[config.mk]
export PLATFORM = sky130hd
export DESIGN_NAME = cigar_breakpoint_anchor_extractor_core_flat
export DESIGN_NICKNAME = d
export VERILOG_FILES = /design/src/design/cbae_pkg.sv /design/src/design/cbae_if.sv /design/src/design/cbae_front.sv /design/src/design/cbae_queue.sv /design/src/design/cbae_back.sv /design/src/design/cigar_breakpoint_anchor_extractor_core.sv /design/src/flat_wrapper.sv
export SDC_FILE = /design/constraint.sdc
export NUM_CORES = 2
export LEC_CHECK = 0
export ABC_AREA = 1
export ABC_CLOCK_PERIOD_IN_PS = 29300
export BUFFER_PORTS_ARGS = -buffer_cell sky130_fd_sc_hd__buf_2
export CAP_MARGIN = 20
export CORE_UTILIZATION = 45
export CTS_BUF_LIST = sky130_fd_sc_hd__clkbuf_4
export DETAILED_ROUTE_END_ITERATION = 10
export GPL_TIMING_DRIVEN = 0
export SYNTH_ARGS = -nofsm -noshare
export SYNTH_HDL_FRONTEND = slang
export SYNTH_SLANG_ARGS = --single-unit
export TNS_END_PERCENT = 5
[constraint.sdc]
create_clock -name clk -period 29.3 [get_ports clk]
set_input_delay 7.325 -clock clk [delete_from_list [all_inputs] [get_ports clk]]
set_output_delay 7.325 -clock clk [all_outputs]
set_load 0.005 [all_outputs]
[src/design/cbae_pkg.sv]
package cbae_pkg;

	localparam int ChromW   = 16;
	localparam int PosW     = 31;
	localparam int MapqW    = 8;
	localparam int IdxW     = 32;
	localparam int LenW     = 28;
	localparam int CfgIdxW  = 3;
	localparam int CfgDataW = 28;
	localparam int QDepth   = 4;
	localparam int QPtrW    = $clog2(QDepth);
	localparam int RevBit   = 4;

	localparam logic [1:0] OP_HEADER = 2'd0;
	localparam logic [1:0] OP_CIGAR  = 2'd1;
	localparam logic [1:0] OP_DONE   = 2'd2;
	localparam logic [1:0] OP_SA     = 2'd3;

	localparam logic [3:0] CG_M  = 4'd0;
	localparam logic [3:0] CG_I  = 4'd1;
	localparam logic [3:0] CG_D  = 4'd2;
	localparam logic [3:0] CG_N  = 4'd3;
	localparam logic [3:0] CG_S  = 4'd4;
	localparam logic [3:0] CG_H  = 4'd5;
	localparam logic [3:0] CG_EQ = 4'd7;
	localparam logic [3:0] CG_X  = 4'd8;

	localparam logic [1:0] OR_LEFT    = 2'd0;
	localparam logic [1:0] OR_RIGHT   = 2'd1;
	localparam logic [1:0] OR_MIXED   = 2'd2;
	localparam logic [1:0] OR_UNKNOWN = 2'd3;

	localparam logic [1:0] SRC_SA   = 2'd0;
	localparam logic [1:0] SRC_CLIP = 2'd1;
	localparam logic [1:0] SRC_INS  = 2'd2;
	localparam logic [1:0] SRC_DEL  = 2'd3;

	localparam logic [CfgIdxW-1:0] REG_MIN_MAPQ = 3'd0;
	localparam logic [CfgIdxW-1:0] REG_MIN_CLIP = 3'd1;
	localparam logic [CfgIdxW-1:0] REG_MIN_INS  = 3'd2;
	localparam logic [CfgIdxW-1:0] REG_MIN_DEL  = 3'd3;
	localparam logic [CfgIdxW-1:0] REG_CHROM    = 3'd4;

	localparam logic signed [31:0] POS_MAX = 32'sh7FFF_FFFF;

	typedef struct packed {
		logic [ChromW-1:0] chrom;
		logic [PosW-1:0]   pos;
		logic [1:0]        orient;
		logic [1:0]        src;
		logic              fwd;
		logic [MapqW-1:0]  mapq;
		logic [IdxW-1:0]   idx;
	} anchor_t;

	typedef struct packed {
		logic    pair;
		anchor_t first;
		anchor_t second;
	} job_t;

	typedef struct packed {
		logic [MapqW-1:0]  mapq_floor;
		logic [LenW-1:0]   min_clip;
		logic [LenW-1:0]   min_ins;
		logic [LenW-1:0]   min_del;
		logic [ChromW-1:0] chrom;
	} cfg_t;

	function automatic anchor_t make_anchor(input logic [ChromW-1:0] chrom,
		input logic signed [31:0] pos, input logic [1:0] orient, input logic [1:0] src,
		input logic fwd, input logic [MapqW-1:0] mapq, input logic [IdxW-1:0] idx);
		anchor_t a;
		a.chrom  = chrom;
		// Negative positions clamp to zero; larger ones are already saturated.
		a.pos    = pos[31] ? '0 : pos[PosW-1:0];
		a.orient = orient;
		a.src    = src;
		a.fwd    = fwd;
		a.mapq   = mapq;
		a.idx    = idx;
		return a;
	endfunction

endpackage

[src/design/cbae_if.sv]
interface cbae_item_if;
	logic               valid;
	logic               ready;
	logic [1:0]         op;
	logic signed [31:0] position;
	logic [15:0]        target_chrom;
	logic [7:0]         read_mapq;
	logic [15:0]        read_flags;
	logic [3:0]         cigar_code;
	logic [27:0]        cigar_length;

	modport source (output valid, op, position, target_chrom, read_mapq, read_flags,
		cigar_code, cigar_length, input ready);
	modport sink (input valid, op, position, target_chrom, read_mapq, read_flags,
		cigar_code, cigar_length, output ready);
endinterface

interface cbae_anchor_if;
	logic        valid;
	logic        ready;
	logic [15:0] anchor_chrom;
	logic [30:0] anchor_position;
	logic [1:0]  orientation;
	logic [1:0]  anchor_source;
	logic        forward_strand;
	logic [7:0]  anchor_mapq;
	logic [31:0] read_index;
	logic        last;

	modport source (output valid, anchor_chrom, anchor_position, orientation, anchor_source,
		forward_strand, anchor_mapq, read_index, last, input ready);
	modport sink (input valid, anchor_chrom, anchor_position, orientation, anchor_source,
		forward_strand, anchor_mapq, read_index, last, output ready);
endinterface

[src/design/cbae_front.sv]
module cbae_front import cbae_pkg::*; (
	input  logic        clk,
	input  logic        arst_n,
	input  cfg_t        cfg,
	cbae_item_if.sink   items,
	output logic        q_push,
	output job_t        q_job,
	input  logic        q_full
);

	logic [IdxW-1:0]    counter_q, counter_d;
	logic               accepted_q, accepted_d;
	logic signed [31:0] start_q, start_d;
	logic signed [31:0] cursor_q, cursor_d;
	logic [1:0]         ops_q, ops_d;
	logic [LenW-1:0]    lead_q, lead_d;
	logic [LenW-1:0]    trail_q, trail_d;
	logic [MapqW-1:0]   mapq_q, mapq_d;
	logic               fwd_q, fwd_d;
	logic               done_q, done_d;

	logic               accept;
	logic signed [32:0] sum;
	logic signed [31:0] cursor_adv;
	logic               is_clip;
	logic               ref_consume;
	logic [LenW-1:0]    trail_eff;
	logic [1:0]         sa_orient;
	logic               e0_v, e1_v;
	anchor_t            e0, e1;

	assign items.ready = !q_full;
	assign accept      = items.valid && !q_full;

	always_comb begin
		sum = $signed({cursor_q[31], cursor_q}) + $signed({5'b0, items.cigar_length});
		cursor_adv = (sum[32:31] == 2'b01) ? POS_MAX : sum[31:0];
		is_clip = (items.cigar_code == CG_S) || (items.cigar_code == CG_H);
		ref_consume = (items.cigar_code == CG_M) || (items.cigar_code == CG_D) ||
			(items.cigar_code == CG_N) || (items.cigar_code == CG_EQ) ||
			(items.cigar_code == CG_X);
		trail_eff = (ops_q == 2'd2) ? trail_q : '0;
		if (cfg.chrom != items.target_chrom) begin
			sa_orient = OR_UNKNOWN;
		end else if (items.position < start_q) begin
			sa_orient = OR_LEFT;
		end else if (items.position > cursor_q) begin
			sa_orient = OR_RIGHT;
		end else begin
			sa_orient = OR_MIXED;
		end

		counter_d  = counter_q;
		accepted_d = accepted_q;
		start_d    = start_q;
		cursor_d   = cursor_q;
		ops_d      = ops_q;
		lead_d     = lead_q;
		trail_d    = trail_q;
		mapq_d     = mapq_q;
		fwd_d      = fwd_q;
		done_d     = done_q;
		e0_v       = 1'b0;
		e1_v       = 1'b0;
		e0         = '0;
		e1         = '0;

		case (items.op)
			OP_HEADER: begin
				counter_d  = counter_q + 1'b1;
				accepted_d = items.read_mapq >= cfg.mapq_floor;
				start_d    = items.position;
				cursor_d   = items.position;
				ops_d      = '0;
				lead_d     = '0;
				trail_d    = '0;
				mapq_d     = items.read_mapq;
				fwd_d      = !items.read_flags[RevBit];
				done_d     = 1'b0;
			end
			OP_CIGAR: begin
				if (accepted_q && !done_q) begin
					if (ops_q == 2'd0 && is_clip) begin
						lead_d = items.cigar_length;
					end
					trail_d = is_clip ? items.cigar_length : '0;
					if (items.cigar_code == CG_I && items.cigar_length >= cfg.min_ins) begin
						e0_v = 1'b1;
						e0 = make_anchor(cfg.chrom, cursor_q, OR_UNKNOWN, SRC_INS,
							fwd_q, mapq_q, counter_q);
					end
					if (items.cigar_code == CG_D && items.cigar_length >= cfg.min_del) begin
						e0_v = 1'b1;
						e0 = make_anchor(cfg.chrom, cursor_q, OR_UNKNOWN, SRC_DEL,
							fwd_q, mapq_q, counter_q);
						// A deletion longer than twice the threshold also anchors its end.
						if ({1'b0, items.cigar_length} > {cfg.min_del, 1'b0}) begin
							e1_v = 1'b1;
							e1 = make_anchor(cfg.chrom, cursor_adv, OR_UNKNOWN, SRC_DEL,
								fwd_q, mapq_q, counter_q);
						end
					end
					if (ref_consume) begin
						cursor_d = cursor_adv;
					end
					if (ops_q != 2'd2) begin
						ops_d = ops_q + 1'b1;
					end
				end
			end
			OP_DONE: begin
				if (accepted_q && !done_q) begin
					done_d = 1'b1;
					if (ops_q == 2'd0) begin
						if (!start_q[31]) begin
							e0_v = 1'b1;
							e0 = make_anchor(cfg.chrom, start_q, OR_UNKNOWN, SRC_SA,
								fwd_q, mapq_q, counter_q);
						end
					end else begin
						// A single op cannot be both the leading and the trailing clip.
						trail_d = trail_eff;
						if (lead_q >= cfg.min_clip) begin
							e0_v = 1'b1;
							e0 = make_anchor(cfg.chrom, start_q, OR_RIGHT, SRC_CLIP,
								fwd_q, mapq_q, counter_q);
						end
						if (trail_eff >= cfg.min_clip) begin
							e1_v = 1'b1;
							e1 = make_anchor(cfg.chrom, cursor_q, OR_LEFT, SRC_CLIP,
								fwd_q, mapq_q, counter_q);
						end
					end
				end
			end
			OP_SA: begin
				if (accepted_q && done_q && ops_q != 2'd0) begin
					e0_v = 1'b1;
					e0 = make_anchor(items.target_chrom, items.position, sa_orient, SRC_SA,
						fwd_q, mapq_q, counter_q);
					if (items.target_chrom != cfg.chrom) begin
						e1_v = 1'b1;
						e1 = make_anchor(cfg.chrom, (lead_q >= trail_q) ? start_q : cursor_q,
							OR_MIXED, SRC_SA, fwd_q, mapq_q, counter_q);
					end
				end
			end
			default: begin
			end
		endcase
	end

	always_comb begin
		q_push       = accept && (e0_v || e1_v);
		q_job.pair   = e0_v && e1_v;
		q_job.first  = e0_v ? e0 : e1;
		q_job.second = e1;
	end

	always_ff @(posedge clk or negedge arst_n) begin
		if (!arst_n) begin
			counter_q  <= '1;
			accepted_q <= 1'b0;
			start_q    <= '0;
			cursor_q   <= '0;
			ops_q      <= '0;
			lead_q     <= '0;
			trail_q    <= '0;
			mapq_q     <= '0;
			fwd_q      <= 1'b0;
			done_q     <= 1'b0;
		end else if (accept) begin
			counter_q  <= counter_d;
			accepted_q <= accepted_d;
			start_q    <= start_d;
			cursor_q   <= cursor_d;
			ops_q      <= ops_d;
			lead_q     <= lead_d;
			trail_q    <= trail_d;
			mapq_q     <= mapq_d;
			fwd_q      <= fwd_d;
			done_q     <= done_d;
		end
	end

endmodule

[src/design/cbae_queue.sv]
module cbae_queue import cbae_pkg::*; (
	input  logic clk,
	input  logic arst_n,
	input  logic push,
	input  job_t wdata,
	output logic full,
	input  logic pop,
	output job_t rdata,
	output logic empty
);

	job_t             mem_q [QDepth];
	logic [QPtrW-1:0] wr_ptr_q;
	logic [QPtrW-1:0] rd_ptr_q;
	logic [QPtrW:0]   count_q;
	logic             do_push;
	logic             do_pop;

	assign full    = (count_q == QDepth[QPtrW:0]);
	assign empty   = (count_q == '0);
	assign do_push = push && !full;
	assign do_pop  = pop && !empty;
	assign rdata   = mem_q[rd_ptr_q];

	always_ff @(posedge clk) begin
		if (do_push) begin
			mem_q[wr_ptr_q] <= wdata;
		end
	end

	always_ff @(posedge clk or negedge arst_n) begin
		if (!arst_n) begin
			wr_ptr_q <= '0;
			rd_ptr_q <= '0;
			count_q  <= '0;
		end else begin
			if (do_push) begin
				wr_ptr_q <= wr_ptr_q + 1'b1;
			end
			if (do_pop) begin
				rd_ptr_q <= rd_ptr_q + 1'b1;
			end
			if (do_push && !do_pop) begin
				count_q <= count_q + 1'b1;
			end else if (do_pop && !do_push) begin
				count_q <= count_q - 1'b1;
			end
		end
	end

endmodule

[src/design/cbae_back.sv]
module cbae_back import cbae_pkg::*; (
	input  logic          clk,
	input  logic          arst_n,
	input  job_t          q_job,
	input  logic          q_empty,
	output logic          q_pop,
	cbae_anchor_if.source anchors
);

	logic    valid_q;
	logic    phase_q;
	anchor_t anchor_q;
	logic    last_q;
	logic    load;

	assign load  = (!valid_q || anchors.ready) && !q_empty;
	// A paired job stays at the head until its second anchor is loaded.
	assign q_pop = load && (phase_q || !q_job.pair);

	always_ff @(posedge clk or negedge arst_n) begin
		if (!arst_n) begin
			valid_q <= 1'b0;
			phase_q <= 1'b0;
		end else begin
			if (load) begin
				valid_q <= 1'b1;
				phase_q <= !phase_q && q_job.pair;
			end else if (anchors.ready) begin
				valid_q <= 1'b0;
			end
		end
	end

	always_ff @(posedge clk) begin
		if (load) begin
			anchor_q <= phase_q ? q_job.second : q_job.first;
			last_q   <= phase_q || !q_job.pair;
		end
	end

	assign anchors.valid           = valid_q;
	assign anchors.anchor_chrom    = anchor_q.chrom;
	assign anchors.anchor_position = anchor_q.pos;
	assign anchors.orientation     = anchor_q.orient;
	assign anchors.anchor_source   = anchor_q.src;
	assign anchors.forward_strand  = anchor_q.fwd;
	assign anchors.anchor_mapq     = anchor_q.mapq;
	assign anchors.read_index      = anchor_q.idx;
	assign anchors.last            = last_q;

endmodule

[src/design/cigar_breakpoint_anchor_extractor_core.sv]
// Channel   Direction  Handshake     Carries
// items     in         valid/ready   header, cigar op, done or SA target of one read
// anchors   out        valid/ready   one breakpoint anchor, last marks the final one
// cfg       in         cfg_we        thresholds and chromosome, indexed by cfg_index
//
// An input request is taken every cycle while the four-entry job queue has room.
// Items that produce two anchors send them one after the other through the output
// register, which limits the sustained anchor rate. An item's anchors pass through
// the job queue and then the output register before they are presented.
// Reset clears read state and restores the register defaults; anchors back-pressure
// the queue, and a full queue stalls the front, which then holds its read state.
module cigar_breakpoint_anchor_extractor_core import cbae_pkg::*; (
	input  logic                clk,
	input  logic                arst_n,
	cbae_item_if.sink           items,
	cbae_anchor_if.source       anchors,
	input  logic                cfg_we,
	input  logic [CfgIdxW-1:0]  cfg_index,
	input  logic [CfgDataW-1:0] cfg_data
);

	cfg_t cfg_q;
	logic q_push;
	logic q_full;
	logic q_pop;
	logic q_empty;
	job_t q_wjob;
	job_t q_rjob;

	always_ff @(posedge clk or negedge arst_n) begin
		if (!arst_n) begin
			cfg_q.mapq_floor <= 8'd20;
			cfg_q.min_clip   <= 28'd20;
			cfg_q.min_ins    <= 28'd50;
			cfg_q.min_del    <= 28'd50;
			cfg_q.chrom      <= '0;
		end else if (cfg_we) begin
			case (cfg_index)
				REG_MIN_MAPQ: cfg_q.mapq_floor <= cfg_data[MapqW-1:0];
				REG_MIN_CLIP: cfg_q.min_clip   <= cfg_data[LenW-1:0];
				REG_MIN_INS:  cfg_q.min_ins    <= cfg_data[LenW-1:0];
				REG_MIN_DEL:  cfg_q.min_del    <= cfg_data[LenW-1:0];
				REG_CHROM:    cfg_q.chrom      <= cfg_data[ChromW-1:0];
				default: begin
				end
			endcase
		end
	end

	cbae_front u_front (
		.clk    (clk),
		.arst_n (arst_n),
		.cfg    (cfg_q),
		.items  (items),
		.q_push (q_push),
		.q_job  (q_wjob),
		.q_full (q_full)
	);

	cbae_queue u_queue (
		.clk    (clk),
		.arst_n (arst_n),
		.push   (q_push),
		.wdata  (q_wjob),
		.full   (q_full),
		.pop    (q_pop),
		.rdata  (q_rjob),
		.empty  (q_empty)
	);

	cbae_back u_back (
		.clk     (clk),
		.arst_n  (arst_n),
		.q_job   (q_rjob),
		.q_empty (q_empty),
		.q_pop   (q_pop),
		.anchors (anchors)
	);

	// A header request only loads read state and never queues anchors.
	a_header_no_job: assert property (@(posedge clk) disable iff (!arst_n)
		(items.valid && items.ready && items.op == OP_HEADER) |-> !q_push)
		else $error("header request queued a job");

	// The second anchor of a pair follows the first at once.
	a_pair_follows: assert property (@(posedge clk) disable iff (!arst_n)
		(anchors.valid && anchors.ready && !anchors.last) |=> anchors.valid)
		else $error("second anchor of a pair missing");

	// Both anchors of a pair come from the same read.
	a_pair_same_read: assert property (@(posedge clk) disable iff (!arst_n)
		(anchors.valid && anchors.ready && !anchors.last) |=>
		(anchors.read_index == $past(anchors.read_index)))
		else $error("paired anchors differ in read index");

	// Nothing is popped from an empty queue.
	a_no_pop_empty: assert property (@(posedge clk) disable iff (!arst_n)
		q_pop |-> !q_empty)
		else $error("job popped from empty queue");

endmodule

[src/flat_wrapper.sv]
// flat-port wrapper written by rule: the top's interface ports become plain ports
module cigar_breakpoint_anchor_extractor_core_flat import cbae_pkg::*;
  (clk, arst_n, cfg_we, cfg_index, cfg_data, items_valid, items_op, items_position, items_target_chrom, items_read_mapq, items_read_flags, items_cigar_code, items_cigar_length, items_ready, anchors_valid, anchors_anchor_chrom, anchors_anchor_position, anchors_orientation, anchors_anchor_source, anchors_forward_strand, anchors_anchor_mapq, anchors_read_index, anchors_last, anchors_ready);
  cbae_item_if items_i ();
  cbae_anchor_if anchors_i ();
  input  logic clk;
  input  logic arst_n;
  input  logic cfg_we;
  input  logic [CfgIdxW-1:0] cfg_index;
  input  logic [CfgDataW-1:0] cfg_data;
  input wire logic [$bits(items_i.valid)-1:0] items_valid;
  input wire logic [$bits(items_i.op)-1:0] items_op;
  input wire logic [$bits(items_i.position)-1:0] items_position;
  input wire logic [$bits(items_i.target_chrom)-1:0] items_target_chrom;
  input wire logic [$bits(items_i.read_mapq)-1:0] items_read_mapq;
  input wire logic [$bits(items_i.read_flags)-1:0] items_read_flags;
  input wire logic [$bits(items_i.cigar_code)-1:0] items_cigar_code;
  input wire logic [$bits(items_i.cigar_length)-1:0] items_cigar_length;
  output wire logic [$bits(items_i.ready)-1:0] items_ready;
  output wire logic [$bits(anchors_i.valid)-1:0] anchors_valid;
  output wire logic [$bits(anchors_i.anchor_chrom)-1:0] anchors_anchor_chrom;
  output wire logic [$bits(anchors_i.anchor_position)-1:0] anchors_anchor_position;
  output wire logic [$bits(anchors_i.orientation)-1:0] anchors_orientation;
  output wire logic [$bits(anchors_i.anchor_source)-1:0] anchors_anchor_source;
  output wire logic [$bits(anchors_i.forward_strand)-1:0] anchors_forward_strand;
  output wire logic [$bits(anchors_i.anchor_mapq)-1:0] anchors_anchor_mapq;
  output wire logic [$bits(anchors_i.read_index)-1:0] anchors_read_index;
  output wire logic [$bits(anchors_i.last)-1:0] anchors_last;
  input wire logic [$bits(anchors_i.ready)-1:0] anchors_ready;
  assign items_i.valid = items_valid;
  assign items_i.op = items_op;
  assign items_i.position = items_position;
  assign items_i.target_chrom = items_target_chrom;
  assign items_i.read_mapq = items_read_mapq;
  assign items_i.read_flags = items_read_flags;
  assign items_i.cigar_code = items_cigar_code;
  assign items_i.cigar_length = items_cigar_length;
  assign items_ready = items_i.ready;
  assign anchors_valid = anchors_i.valid;
  assign anchors_anchor_chrom = anchors_i.anchor_chrom;
  assign anchors_anchor_position = anchors_i.anchor_position;
  assign anchors_orientation = anchors_i.orientation;
  assign anchors_anchor_source = anchors_i.anchor_source;
  assign anchors_forward_strand = anchors_i.forward_strand;
  assign anchors_anchor_mapq = anchors_i.anchor_mapq;
  assign anchors_read_index = anchors_i.read_index;
  assign anchors_last = anchors_i.last;
  assign anchors_i.ready = anchors_ready;
  cigar_breakpoint_anchor_extractor_core u_core (.clk(clk), .arst_n(arst_n), .items(items_i), .anchors(anchors_i), .cfg_we(cfg_we), .cfg_index(cfg_index), .cfg_data(cfg_data));
endmodule
==> results.json <==
{
  "yosys_warnings": 0,
  "power_density_nw_per_um2": 88.1,
  "setup_viol": 0,
  "rsz0062_at_grt": "no",
  "avgRoutedWirePerCell_um": 22.0,
  "switchingPower_w": 0.00230,
  "clock_path_buffers": 4,
  "die_h_um": 355,
  "coreArea_um2": 123000,
  "r2r-end": "u_core.u_queue.mem_q[1][127]",
  "cts_buffers": 315,
  "hold_violations": 0,
  "post-synth-top-area-cell": "edfxtp_1",
  "drive_gt1_share_pct": 13.7,
  "initial_core_util_pct": 45.6,
  "cts_hold_buffers": 0,
  "finalSetupTns_ps": 0,
  "grt_pass1_wl_um": 271000,
  "cts_setup_buffers": 0,
  "switching_share_pct": 40.9,
  "p_comb_share_pct": 38.7,
  "clock_sinks": 1111,
  "clock_latency_ps": 1300,
  "synth_most_common_cell": "nand2_1",
  "ioPinCount": 237,
  "synthTopCellsByCount": "nand2_1 (962), nor2_1 (922), edfxtp_1 (829)",
  "post-dp-hpwl_um": 136000,
  "yosysSeqAreaShare_pct": 57.2,
  "path_clk_slew_ps": 60,
  "root_buffer": "clkbuf_4",
  "rr_startpoint": "u_core.u_front.ops_q[0]",
  "sequentialPowerShare_pct": 36.9,
  "syn_nets": 6321,
  "syn_inst": 5897,
  "critPathKind": "input port to flop",
  "area_growth_pct": 14.0,
  "crit_end": "u_core.u_queue.mem_q[1][127]",
  "final.min_clock_period_ps": 10280,
  "reg2reg_depth": 23,
  "clockPowerShare_pct": 24.3,
  "status": "finished clean",
  "r2r_slack_ps": 23370,
  "yosysTopAreaCellShare_pct": 44.5,
  "antenna_found_initial": 15,
  "clock_skew_ps": 86.7,
  "syn_area_per_cell_um2": 9.48,
  "synth-main-ff-cell": "edfxtp_1",
  "path_max_fanout": 28,
  "totalWireLength_um": 183000,
  "synthArstFlopShare_pct": 25.4,
  "synth_cell_type_count": 56,
  "cp-start-kind": "input port",
  "drtAntennaViolNets": 0,
  "internal_power_w": 0.00332,
  "drv_slew": 0,
  "dr.pass1.iters": 6,
  "grt_overflow": 0,
  "vias": 45200,
  "leakage_nw": 26.9,
  "drv_cap": 0,
  "die-area_um2": 126000,
  "die_x_um": 355,
  "nFillCells": 11400,
  "synth_area_leaders": "edfxtp_1 (45%), dfrtp_1 (11%), nand2_1 (6.5%), ha_1 (6.3%), nor2_1 (6.2%)",
  "rows": 128,
  "final_nets": 6903,
  "cts_tree": "yes",
  "ir_drop_mv": 0.0492,
  "critPathRequiredTime_ps": 30220,
  "register_area_um2": 32000,
  "synth_edf_count": 829,
  "gp_congestion": 0.934,
  "worstMarginPinSlew_ps": 1230,
  "drtIter0Drc": 4003,
  "multi_input_area_um2": 20500,
  "layout_worst_path_cycle_share_pct": 35.1,
  "grt_pass1_vias": 43900,
  "grt_max_degree": 101,
  "synth_area_um2": 55900,
  "synth-seq-cells": 1111,
  "grt_usage_pct": 29.0,
  "critPathLaunch": "items_cigar_length[19]",
  "cts.repair.resized": 0,
  "min_path_type": "flop to flop",
  "cp-end-kind": "flop",
  "fin_hold_ws_ps": 481,
  "slew_headroom_pct": 17.7,
  "placement.io_buffers": 221,
  "fmax_mhz": 97.3,
  "vias_per_cell": 5.43,
  "drc": 0,
  "cp.arrival_ps": 11200,
  "htreeDepth": 5
}
area by class of cell:
type                       count  area share [%]
clock inverter                66           0.489
antenna                       18          0.0706
clock buffer                 452            5.32
sequential                  1111            50.2
timing repair buffer         265            3.15
tap                         1625            3.19
inverter                     557            3.28
multi-input combinational   3929            32.2
buffer                       300            2.14
through the flow:
stage	std cells	worst slack [ps]	util [%]	total power (W)	instance area (um2)
floorplan	5897	12220	-	0.00339	55900
global placement	7743	4940	48.2	0.00424	59100
detailed placement	7787	17810	49.0	0.00426	60000
CTS	8305	19130	52.0	0.00563	63700
global route	8312	18820	52.0	0.00597	63700
finish	8323	19020	52.0	0.00562	63800
layout by cell type (no fill, tap or decap), drive strengths merged, types with 41 or more instances in the layout:
cell type / n
a21oi: 226
a31oi: 122
buf: 368
clkbuf: 649
clkinv: 93
dfrtp: 240
dfstp: 42
edfxtp: 829
ha: 280
inv: 528
nand2: 977
nand3: 307
nand4: 59
nor2: 928
o21ai: 707
o22ai: 133
xnor2: 41
worst min path at each step:
stage | start | endpoint | slack [ps] | cells past startpoint
floorplan | u_core.cfg_q[101] | u_core.cfg_q[101] | 450 | 2
global route | u_core.cfg_q[34] | u_core.cfg_q[34] | 500 | 2
finish | u_core.cfg_q[39] | u_core.cfg_q[39] | 480 | 2
global placement | u_core.cfg_q[61] | u_core.cfg_q[61] | 470 | 2
detailed placement | u_core.cfg_q[39] | u_core.cfg_q[39] | 470 | 2
CTS | u_core.cfg_q[39] | u_core.cfg_q[39] | 490 | 2
power by group through the flow:
stage / logic [W] / registers (W) / clock network, W
2_1_floorplan: 0.00132 / 0.00207 / 0
3_3_place_gp: 0.00210 / 0.00213 / 0
3_5_place_dp: 0.00216 / 0.00210 / 0
4_1_cts: 0.00217 / 0.00207 / 0.00139
5_1_grt: 0.00240 / 0.00209 / 0.00147
6_report: 0.00218 / 0.00208 / 0.00137
kinds of logic (layout without fill, tap and decap cells):
kind of cell,count (synthesis),after routing,share of synthesized area (%)
and+or+nand+nor,2340,2340,17.3
AOI/OAI and AO/OA,1243,1243,12.0
DFF,1111,1111,57.2
buffers and inverters,857,1640,6.18
adders and majority gates,282,282,6.34
xor gates and xnor gates,64,64,1.00
other,0,18,0
flip-flops by register name (all words and copies together), names as in the netlist, 16 cells and up:
signal / flops
u_core.u_front.start_q: 32
u_core.u_back.anchors.read_index: 32
u_core.u_front.lead_q: 28
u_core.cfg_q: 108
u_core.u_front.trail_q: 28
u_core.u_queue.mem_q: 736
u_core.u_back.anchors.anchor_chrom: 16
u_core.u_back.anchors.anchor_position: 31
u_core.u_front.counter_q: 32
u_core.u_front.cursor_q: 32
worst max-delay path, cell delays in order:
cell,delay [ps]
buf_2,170
ha_1,320
nand2_1,70
nor2_1,240
nor3b_1,240
nand2_1,80
nand3_1,190
nand2_2,160
o21bai_1,150
a21oi_1,110
nand2_1,160
nand2_1,290
nor2_4,640
buf_12,280
buf_12,230
buf_12,220
buf_12,230
routing by layer:
layer	global-route usage [%]	routed length, um	part of all wire, %
met1	37.8	75000	41
met2	47.4	86700	47
met3	5.21	13600	7.5
met4	12.3	7390	4.0
met5	0	13	0.0071
Power figures use the tool's default switching activity.
